<file path="config.mk">
export PLATFORM = sky130hd
export DESIGN_NAME = lrubc_ctrl
export DESIGN_NICKNAME = d
export VERILOG_FILES = /design/src/hdl/lrubc_pkg.sv /design/src/hdl/lrubc_ctrl.sv
export SDC_FILE = /design/constraint.sdc
export NUM_CORES = 1
export LEC_CHECK = 0
export BUFFER_PORTS_ARGS = -buffer_cell sky130_fd_sc_hd__buf_2
export CAP_MARGIN = 25
export CORE_AREA = 8 8 45 47
export CTS_CLUSTER_SIZE = 24
export DETAILED_ROUTE_END_ITERATION = 16
export DIE_AREA = 0 0 53 55
export PLACE_DENSITY = 0.56
export SETUP_SLACK_MARGIN = 0.15
export SLEW_MARGIN = 20
export SYNTH_ARGS = -nofsm -noshare
export SYNTH_HDL_FRONTEND = slang
export SYNTH_SLANG_ARGS = --single-unit
</file>
<file path="constraint.sdc">
create_clock -name clock -period 1.5 [get_ports clock]
set_clock_uncertainty 0.1 [all_clocks]
set_input_delay 0.3 -clock clock [delete_from_list [all_inputs] [get_ports clock]]
set_output_delay 0.3 -clock clock [all_outputs]
set_load 0.1 [all_outputs]
</file>
<file path="src/hdl/lrubc_pkg.sv">
package lrubc_pkg;

   localparam logic CMD_PUT = 1'b1;

   localparam logic [3:0] ST_HIT       = 4'd0;
   localparam logic [3:0] ST_FILLED    = 4'd1;
   localparam logic [3:0] ST_ZERO      = 4'd2;
   localparam logic [3:0] ST_UNMAPPED  = 4'd3;
   localparam logic [3:0] ST_EXHAUSTED = 4'd4;
   localparam logic [3:0] ST_IDLE      = 4'd5;
   localparam logic [3:0] ST_HELD      = 4'd6;
   localparam logic [3:0] ST_BADREL    = 4'd7;
   localparam logic [3:0] ST_REFFULL   = 4'd8;

   localparam logic [3:0] OP_NONE      = 4'd0;
   localparam logic [3:0] OP_LOAD      = 4'd1;
   localparam logic [3:0] OP_SCAN      = 4'd2;
   localparam logic [3:0] OP_HIT_DONE  = 4'd3;
   localparam logic [3:0] OP_MISS_DONE = 4'd4;
   localparam logic [3:0] OP_EV_SEL    = 4'd5;
   localparam logic [3:0] OP_EV_DONE   = 4'd6;
   localparam logic [3:0] OP_REL_DONE  = 4'd7;

   typedef struct packed {
      logic        cmd;
      logic [31:0] file_id;
      logic [31:0] block_index;
      logic [31:0] device_block;
      logic        unmapped;
      logic [5:0]  release_slot;
   } req_type;

   typedef struct packed {
      logic [3:0]  status;
      logic [5:0]  slot;
      logic [31:0] fill_block;
      logic        evicted;
      logic [15:0] refs_after;
   } rsp_type;

   typedef struct packed {
      logic [3:0] op;
   } ctl_cmd_type;

   typedef struct packed {
      logic match;
      logic scan_done;
      logic need_evict;
      logic out_free;
   } ctl_status_type;

endpackage

</file>
<file path="src/hdl/lrubc_ctrl.sv">
module lrubc_ctrl (
   input  logic                    clock,
   input  logic                    reset,
   input  logic                    req_valid,
   input  logic                    req_cmd,
   output logic                    req_ready,
   input  lrubc_pkg::ctl_status_type sts,
   output lrubc_pkg::ctl_cmd_type  ctl
);

   localparam logic [3:0] S_IDLE   = 4'd0;
   localparam logic [3:0] S_SCAN   = 4'd1;
   localparam logic [3:0] S_HIT_RD = 4'd2;
   localparam logic [3:0] S_HIT_EX = 4'd3;
   localparam logic [3:0] S_MISS   = 4'd4;
   localparam logic [3:0] S_EV_RD  = 4'd5;
   localparam logic [3:0] S_EV_EX  = 4'd6;
   localparam logic [3:0] S_REL_RD = 4'd7;
   localparam logic [3:0] S_REL_EX = 4'd8;

   logic [3:0] state_ff, state_in;

   assign req_ready = (state_ff == S_IDLE);

   always_comb begin
      state_in = state_ff;
      ctl.op   = lrubc_pkg::OP_NONE;
      case (state_ff)
         S_IDLE: begin
            if (req_valid) begin
               ctl.op   = lrubc_pkg::OP_LOAD;
               state_in = (req_cmd == lrubc_pkg::CMD_PUT) ? S_REL_RD : S_SCAN;
            end
         end
         S_SCAN: begin
            ctl.op = lrubc_pkg::OP_SCAN;
            if (sts.match) begin
               state_in = S_HIT_RD;
            end else if (sts.scan_done) begin
               state_in = S_MISS;
            end
         end
         S_HIT_RD: state_in = S_HIT_EX;
         S_HIT_EX: begin
            if (sts.out_free) begin
               ctl.op   = lrubc_pkg::OP_HIT_DONE;
               state_in = S_IDLE;
            end
         end
         S_MISS: begin
            if (sts.need_evict) begin
               ctl.op   = lrubc_pkg::OP_EV_SEL;
               state_in = S_EV_RD;
            end else if (sts.out_free) begin
               ctl.op   = lrubc_pkg::OP_MISS_DONE;
               state_in = S_IDLE;
            end
         end
         S_EV_RD: state_in = S_EV_EX;
         S_EV_EX: begin
            if (sts.out_free) begin
               ctl.op   = lrubc_pkg::OP_EV_DONE;
               state_in = S_IDLE;
            end
         end
         S_REL_RD: state_in = S_REL_EX;
         S_REL_EX: begin
            if (sts.out_free) begin
               ctl.op   = lrubc_pkg::OP_REL_DONE;
               state_in = S_IDLE;
            end
         end
         default: state_in = S_IDLE;
      endcase
   end

   always_ff @(posedge clock) begin
      if (reset) begin
         state_ff <= S_IDLE;
      end else begin
         state_ff <= state_in;
      end
   end

endmodule

</file>
# Word level (Yosys, flattened, before mapping)
# Index checks and enable logic that the tools add are counted.
# W data, S select, Z words.
# totals
word_cells,28
ff_bits,4
out_inout_bits,5
in_bits,8
# classes
reduce_logical,3
n_mux,14
n_eq_ne,10
# op_table
operator,n
$pmux W4 S7,1
$mux W4,5
$pmux W3 S6,1
$eq A4 B3 Y1 const B,4
$mux W3,5
$eq A4 B2 Y1 const B,2
$eq A4 B1 Y1 const B,1
$eq A4 B4 Y1 const B,1
$logic_not A4 Y1,1
$ne A3 B3 Y1 const B,1
$reduce_or A3 Y1,1
$mux W2,1
$ne A2 B2 Y1 const B,1
$reduce_and A2 Y1,1
$mux W1,1

# Depth between registers and ports, before layout
# Gate-level depths: netlist of run 1.
# depth
word_depth,3
depth_mapped,5
mapped_depth_nobuf,4

# Least setup slack after synthesis of run 1
# OpenSTA, ideal clock, no wires.
# synth_timing
path_kind,register to output
startpoint,register state_ff[0]
endpoint,output req_ready
required_time_ps,1100
slack_ps,-2339
arrival_ps,3439
n_path_buf,2
stages_incl_launch_ff,4
path_cell_list,dfxtp_1 -> buf_4 -> buf_2 -> nor4_1
# synth_between
elab_chain_len,1
# synth_rtl
item,line_no,rtl
from (decl),lrubc_ctrl.sv:21,"logic [3:0] state_ff, state_in;"
from (signal assigned),lrubc_ctrl.sv:81,state_ff <= state_in;
$logic_not A4 Y1,lrubc_ctrl.sv:23,assign req_ready = (state_ff == S_IDLE);
to (decl),lrubc_ctrl.sv:6,"output logic req_ready,"
# No other way between the ends.

==> flow_summary.ini, run 1 <==
[synth]
syn_avg_cell_area_um2 = 7.418
ys_ff_latch = 4
synth_area_um2 = 415.4
synthCells = 56
yosys_warnings = 0
synth-seq-area-share_pct = 19.28
synth_fp_nets = 64
yosys.cell_types.count = 29

[drt]
wire_per_inst_um = 16.96
ant_nets = 0
routed_wl_um = 1713
dr.first_iter.drc_count = 3
drc = 0
vias = 562
drt_first_pass_iters = 4
vias_per_cell = 5.564

[place]
port_buffers = 11
pre_cts_ws_ns = -0.08502
dp_cells = 90
dpl.hpwl_um = 1041
place_congestion = 0.8267

[critical_path]
r2r-end = state_ff[2]
rr_worst_depth = 4
path_class = flip-flop to output pin
cpMostUsedCell = buf_12
cp-end-kind = output pin
crit_fanout = 3
rrSetupSlack_ns = 0.06
crit_family = flip-flops
slowest_stage = dfxtp_4
worstPathRequired_ns = 1.10
crit_arrival_ns = 1.41
critPathLaunchType = flip-flop
critical_path_buf_inv_count = 2
max_stage_delay_ns = 0.36
r2r_start = state_ff[0]
worstPathCellList = buf_12 -> nor2b_4 -> nand2_4 -> o22ai_4 -> buf_12

[clock_tree]
postCtsHoldBufs = 0
clk_path_buf_depth = 2
cts_tree = built
clkSinkCount = 4
cts-htree-levels = 1
path_clk_slew_ns = 0.05
cts_buffers = 3
cts-root-buf = clkbuf_4
clk_latency_ns = 0.25

[cells_and_area]
finalNetCount = 95
drive_above_1_share_pct = 67.06
final_cells = 101
largestRegisters = state_ff x4
diodes = 0
largest_register_ffs = 4
final_common_cell = buf_4
syn_to_final_growth_pct = 118.1
largest_register = state_ff
fill_cells = 114
final_cell_mix = 11 x buf_4, 8 x buf_6, 7 x buf_2

[global_route]
track_usage_pct = 12.40
grt_pass1_wl_um = 2628
grt_start_max_net_pins = 8
overflow = 0
grt_pass1_vias = 565
grt_antenna_before_repair = 0

[sta]
rsz0062_at_grt = yes
final-setup-viol-count = 4
setup_ws_ns = -0.3091
hold_slack_ns = 0.2219
min_period_ns = 1.809
fmaxAchievable_mhz = 552.7
maxSlewViolCount = 0
finalCritPeriodShare_pct = 120.6
hold_violations = 0

[floorplanning]
start_util_pct = 30.02
rows = 14
die_y_um = 55
ios = 13
core_mm2 = 0.001384
die-area_mm2 = 0.002915
dieWidth_um = 53

[flow_run]
max_cap_violations = 0

[hold_path]
holdPathEnd = state_ff[3]
hold_path.class = input pin to flip-flop
timing.hold.worst_path_depth = 2
min_from = reset

[outcome]
status = finished with violations
violations = setup timing
logic make-up (layout without fill, tap and decap cells):
logic type / after synthesis / in the layout / synth area share [%]
and+or+nand+nor: 26 / 26 / 37.35
other: 1 / 1 / 0.9027
DFF: 4 / 4 / 19.28
xor gates and xnor gates: 1 / 1 / 2.109
AOI/OAI and AO/OA: 15 / 15 / 24.10
muxes: 1 / 1 / 2.410
buffers and inverters: 8 / 37 / 13.85
what timing repair did:
action                                  CTS  global route
endpoints found under the hold margin     0             0
resized for setup                        15            11
setup buffers                             5             3
endpoints found under the setup margin    7             7
gates cloned                              0             0
pin swaps                                13             7
synthesized netlist by cell type (all sizes together):
library cell	instances	share of area, %
nor4	3	6.0
a32oi	2	4.2
o21ai	4	4.8
mux2i	1	2.4
nor4b	1	3.6
conb	1	0.90
nor3	4	4.8
nand2b	1	1.5
buf	6	12
a31oi	1	1.5
xor2	1	2.1
o22ai	1	1.5
o211ai	1	1.8
a32o	1	2.4
nor2b	4	6.0
o2111ai	1	2.1
o32ai	1	2.1
or4b	1	2.4
a21oi	3	3.6
inv	2	1.8
nor3b	1	1.8
nor2	7	6.3
nand2	3	2.7
nand4b	1	2.1
dfxtp	4	19
area by class of cell:
type	count	area (um^2)	share of cell area (%)
Tap cell	16	20.02	2.210
Timing Repair Buffer	32	327.8	36.19
Inverter	2	10.01	1.105
Sequential cell	4	95.09	10.50
Multi-Input combinational cell	44	430.4	47.51
Clock buffer	3	22.52	2.486
through the flow:
| step | utilization [%] | setup TNS (ns) | area, um^2 |
|---|---|---|---|
| 2_1_floorplan | - | -0.9713 | 526.8 |
| 3_3_place_gp | 51.81 | -0.1600 | 716.9 |
| 3_5_place_dp | 51.81 | -0.1739 | 716.9 |
| 4_1_cts | 59.86 | -0.8648 | 828.3 |
| 5_1_grt | 65.46 | -1.169 | 905.9 |
| 6_report | 65.46 | -0.9181 | 905.9 |
worst reg2reg max path, delay by kind of cell (launching register included):
family,cells,cell delay (ns)
simple gates,1,0.51
buf+inv,2,0.26
compound gates,1,0.12
flops,1,0.37
per-layer routing:
layer / track usage, % / vias up / part of all wire (%)
met3: 3.743 / 5 / 5.4
met2: 20.51 / 16 / 54
li1: - / 266 / -
met5: 0 / - / 0
met1: 13.07 / 275 / 37
met4: 9.483 / 0 / 3.0
worst max-delay path by stage:
stage                            from   endpoint  cells past startpoint  slack, ns
after detailed placement  state_ff[1]     ctl[0]                      5      -0.09
after floorplan           state_ff[0]  req_ready                      3      -0.45
final                     state_ff[2]     ctl[0]                      5      -0.31
after global placement    state_ff[1]     ctl[0]                      5      -0.06
after global routing      state_ff[2]     ctl[0]                      5      -0.36
after CTS                 state_ff[2]     ctl[0]                      5      -0.28
Power of run 1 is left out: the tool's default activity adds up to more than one toggle a clock period on the data nets, which glitch-free logic cannot reach.
==> run 2, diff against run 1 <==
--- a/config.mk
+++ b/config.mk
@@ -5,6 +5,7 @@
 export SDC_FILE = /design/constraint.sdc
 export NUM_CORES = 1
 export LEC_CHECK = 0
+export ABC_AREA = 1
 export BUFFER_PORTS_ARGS = -buffer_cell sky130_fd_sc_hd__buf_2
 export CAP_MARGIN = 25
 export CORE_AREA = 8 8 45 47
@@ -13,6 +14,7 @@
 export DIE_AREA = 0 0 53 55
 export PLACE_DENSITY = 0.56
 export SETUP_SLACK_MARGIN = 0.15
+export SKIP_CTS_REPAIR_TIMING = 1
 export SLEW_MARGIN = 20
 export SYNTH_ARGS = -nofsm -noshare
 export SYNTH_HDL_FRONTEND = slang
==> run 2 against run 1 <==
The flow still finishes with violations (setup timing); register-to-register slack worse by 0.04 ns; die area stayed put; core utilization is 0.27 points lower; non-clock buffer count is 1 higher; sequential cell count stayed put; count of clock-buffer cells in the layout stayed put; global-route usage is 2.7 points lower; sequential share of layout area hardly changed; synthesized area is 1.5% lower; final cell count is 21% higher; critical endpoint unchanged; highest routed layer unchanged.
==> flow_summary.ini, run 2 <==
[place]
dpl.hpwl_um = 1088
port_buffers = 11
place_congestion = 0.8300

[floorplanning]
die-area_mm2 = 0.002915
rows = 14
dieWidth_um = 53
ios = 13
start_util_pct = 29.57
core_mm2 = 0.001384
die_y_um = 55

[sta]
hold_violations = 0
maxSlewViolCount = 0
finalCritPeriodShare_pct = 118.6
min_period_ns = 1.779
setup_ws_ns = -0.2794
fmaxAchievable_mhz = 562.0
rsz0062_at_grt = yes
final-setup-viol-count = 4

[cells_and_area]
multi_input_area_um2 = 415.4
final_cell_mix = 15 x nand2_1, 14 x buf_4, 8 x buf_6
syn_to_final_growth_pct = 120.5
fill_cells = 117
largestRegisters = state_ff x4
seq_area_um2 = 95.09
final_common_cell = nand2_1
finalNetCount = 116
drive_above_1_share_pct = 69.81
largest_register_ffs = 4
largest_register = state_ff
diodes = 0
finish.utilization_pct = 65.19

[synth]
synth_edf_count = 0
synth-seq-area-share_pct = 19.57
synth.mux.area_fraction_pct = 0
synth_top_area_cell = nand2_1
ys.flop_type = dfxtp_1
synth.area.top_cells = nand2_1 20%, dfxtp_1 20%, nand3_1 9.8%
yosysTopAreaCellShare_pct = 20.18
synth_area_um2 = 409.1
yosys.cell_types.count = 17
syn_avg_cell_area_um2 = 5.683
synthCells = 72
synth_fp_nets = 80
synth_fa_ha_area_share_pct = 0
synth_compound_area_share_pct = 11.93
yosys-top-cells-count = 22 x nand2_1, 8 x nand3_1, 7 x nor2_1
ys_ff_latch = 4
synth_most_common_cell = nand2_1
yosys_warnings = 0
synth-xor-area-share_pct = 0
synth_top_family_by_area = simple AND/OR/NAND/NOR gates
yosys.area_share.simple_pct = 54.74
synthArstFlopShare_pct = 0

[clock_tree]
cts_tree = built
cts-htree-levels = 1
clkSinkCount = 4
clk_latency_ns = 0.23
cts-root-buf = clkbuf_4
path_clk_slew_ns = 0.04
cts_buffers = 3
clk_path_buf_depth = 2

[global_route]
grt_pass1_vias = 532
overflow = 0
track_usage_pct = 9.667
grt_pass1_wl_um = 2090
grt_antenna_before_repair = 0
grt_start_max_net_pins = 10

[critical_path]
worstPathRequired_ns = 1.10
critPathLaunchType = flip-flop
crit_fanout = 4
cp-end-kind = output pin
rrSetupSlack_ns = 0.02
crit_arrival_ns = 1.38
path_class = flip-flop to output pin

[drt]
vias = 591
routed_wl_um = 1499
ant_nets = 0
dr.first_iter.drc_count = 12
wire_per_inst_um = 12.29
drc = 0
vias_per_cell = 4.844
drt_first_pass_iters = 4

[outcome]
violations = setup timing
status = finished with violations

[hold_path]
hold_path.class = input pin to flip-flop

[flow_run]
max_cap_violations = 0
==> run 2: cell families (layout without fill, tap and decap cells) <==
group | count (synthesis) | in the layout
flops | 4 | 4
other cells | 1 | 1
compound gates | 9 | 9
buf+inv | 11 | 45
simple gates | 47 | 47
==> run 2: per-stage QoR <==
step           TNS, ns  area [um^2]  setup WS (ns)  hold WS (ns)  std cells
2_1_floorplan  -0.7198        479.2        -0.4365        0.2617         72
3_3_place_gp   -0.1696        708.2       -0.08414        0.4020        112
3_5_place_dp   -0.2068        708.2       -0.07729        0.4068        112
4_1_cts         -1.157        730.7        -0.3386        0.1606        115
5_1_grt         -1.191        902.1        -0.3541        0.1780        122
6_report       -0.8895        902.1        -0.2794        0.1795        122
==> run 2: final cells by class <==
class                           instances  area share, %
Tap cell                               16          2.219
Multi-Input combinational cell         57          46.05
Timing Repair Buffer                   33          34.40
Inverter                                9          4.300
Sequential cell                         4          10.54
Clock buffer                            3          2.497
==> run 2: path summary, 6_finish.rpt <==
| kind | from | to | depth (start not counted) |
|---|---|---|---|
| setup / recovery | state_ff[3] | ctl[0] | 6 |
| hold / removal | reset | state_ff[1] | 2 |
| setup reg to reg | state_ff[3] | state_ff[2] | 9 |
| hold reg to reg | state_ff[3] | state_ff[3] | 2 |
==> run 2: metal layers <==
layer  up-vias  routed length, um  global-route usage (%)
met5         -                  0                       0
met4         0                 35                   2.586
met3         6                 63                   3.476
met2        14                821                   18.75
met1       272                579                   9.408
li1        299                  -                       -
==> run 2: worst max-delay path, stage by stage (launching register included) <==
cell	delay, ns
dfxtp_4	0.38
inv_2	0.05
nor2_2	0.11
nand2_2	0.06
buf_6	0.12
o2111ai_4	0.21
buf_12	0.20
Power of run 2 is left out for the same reason.
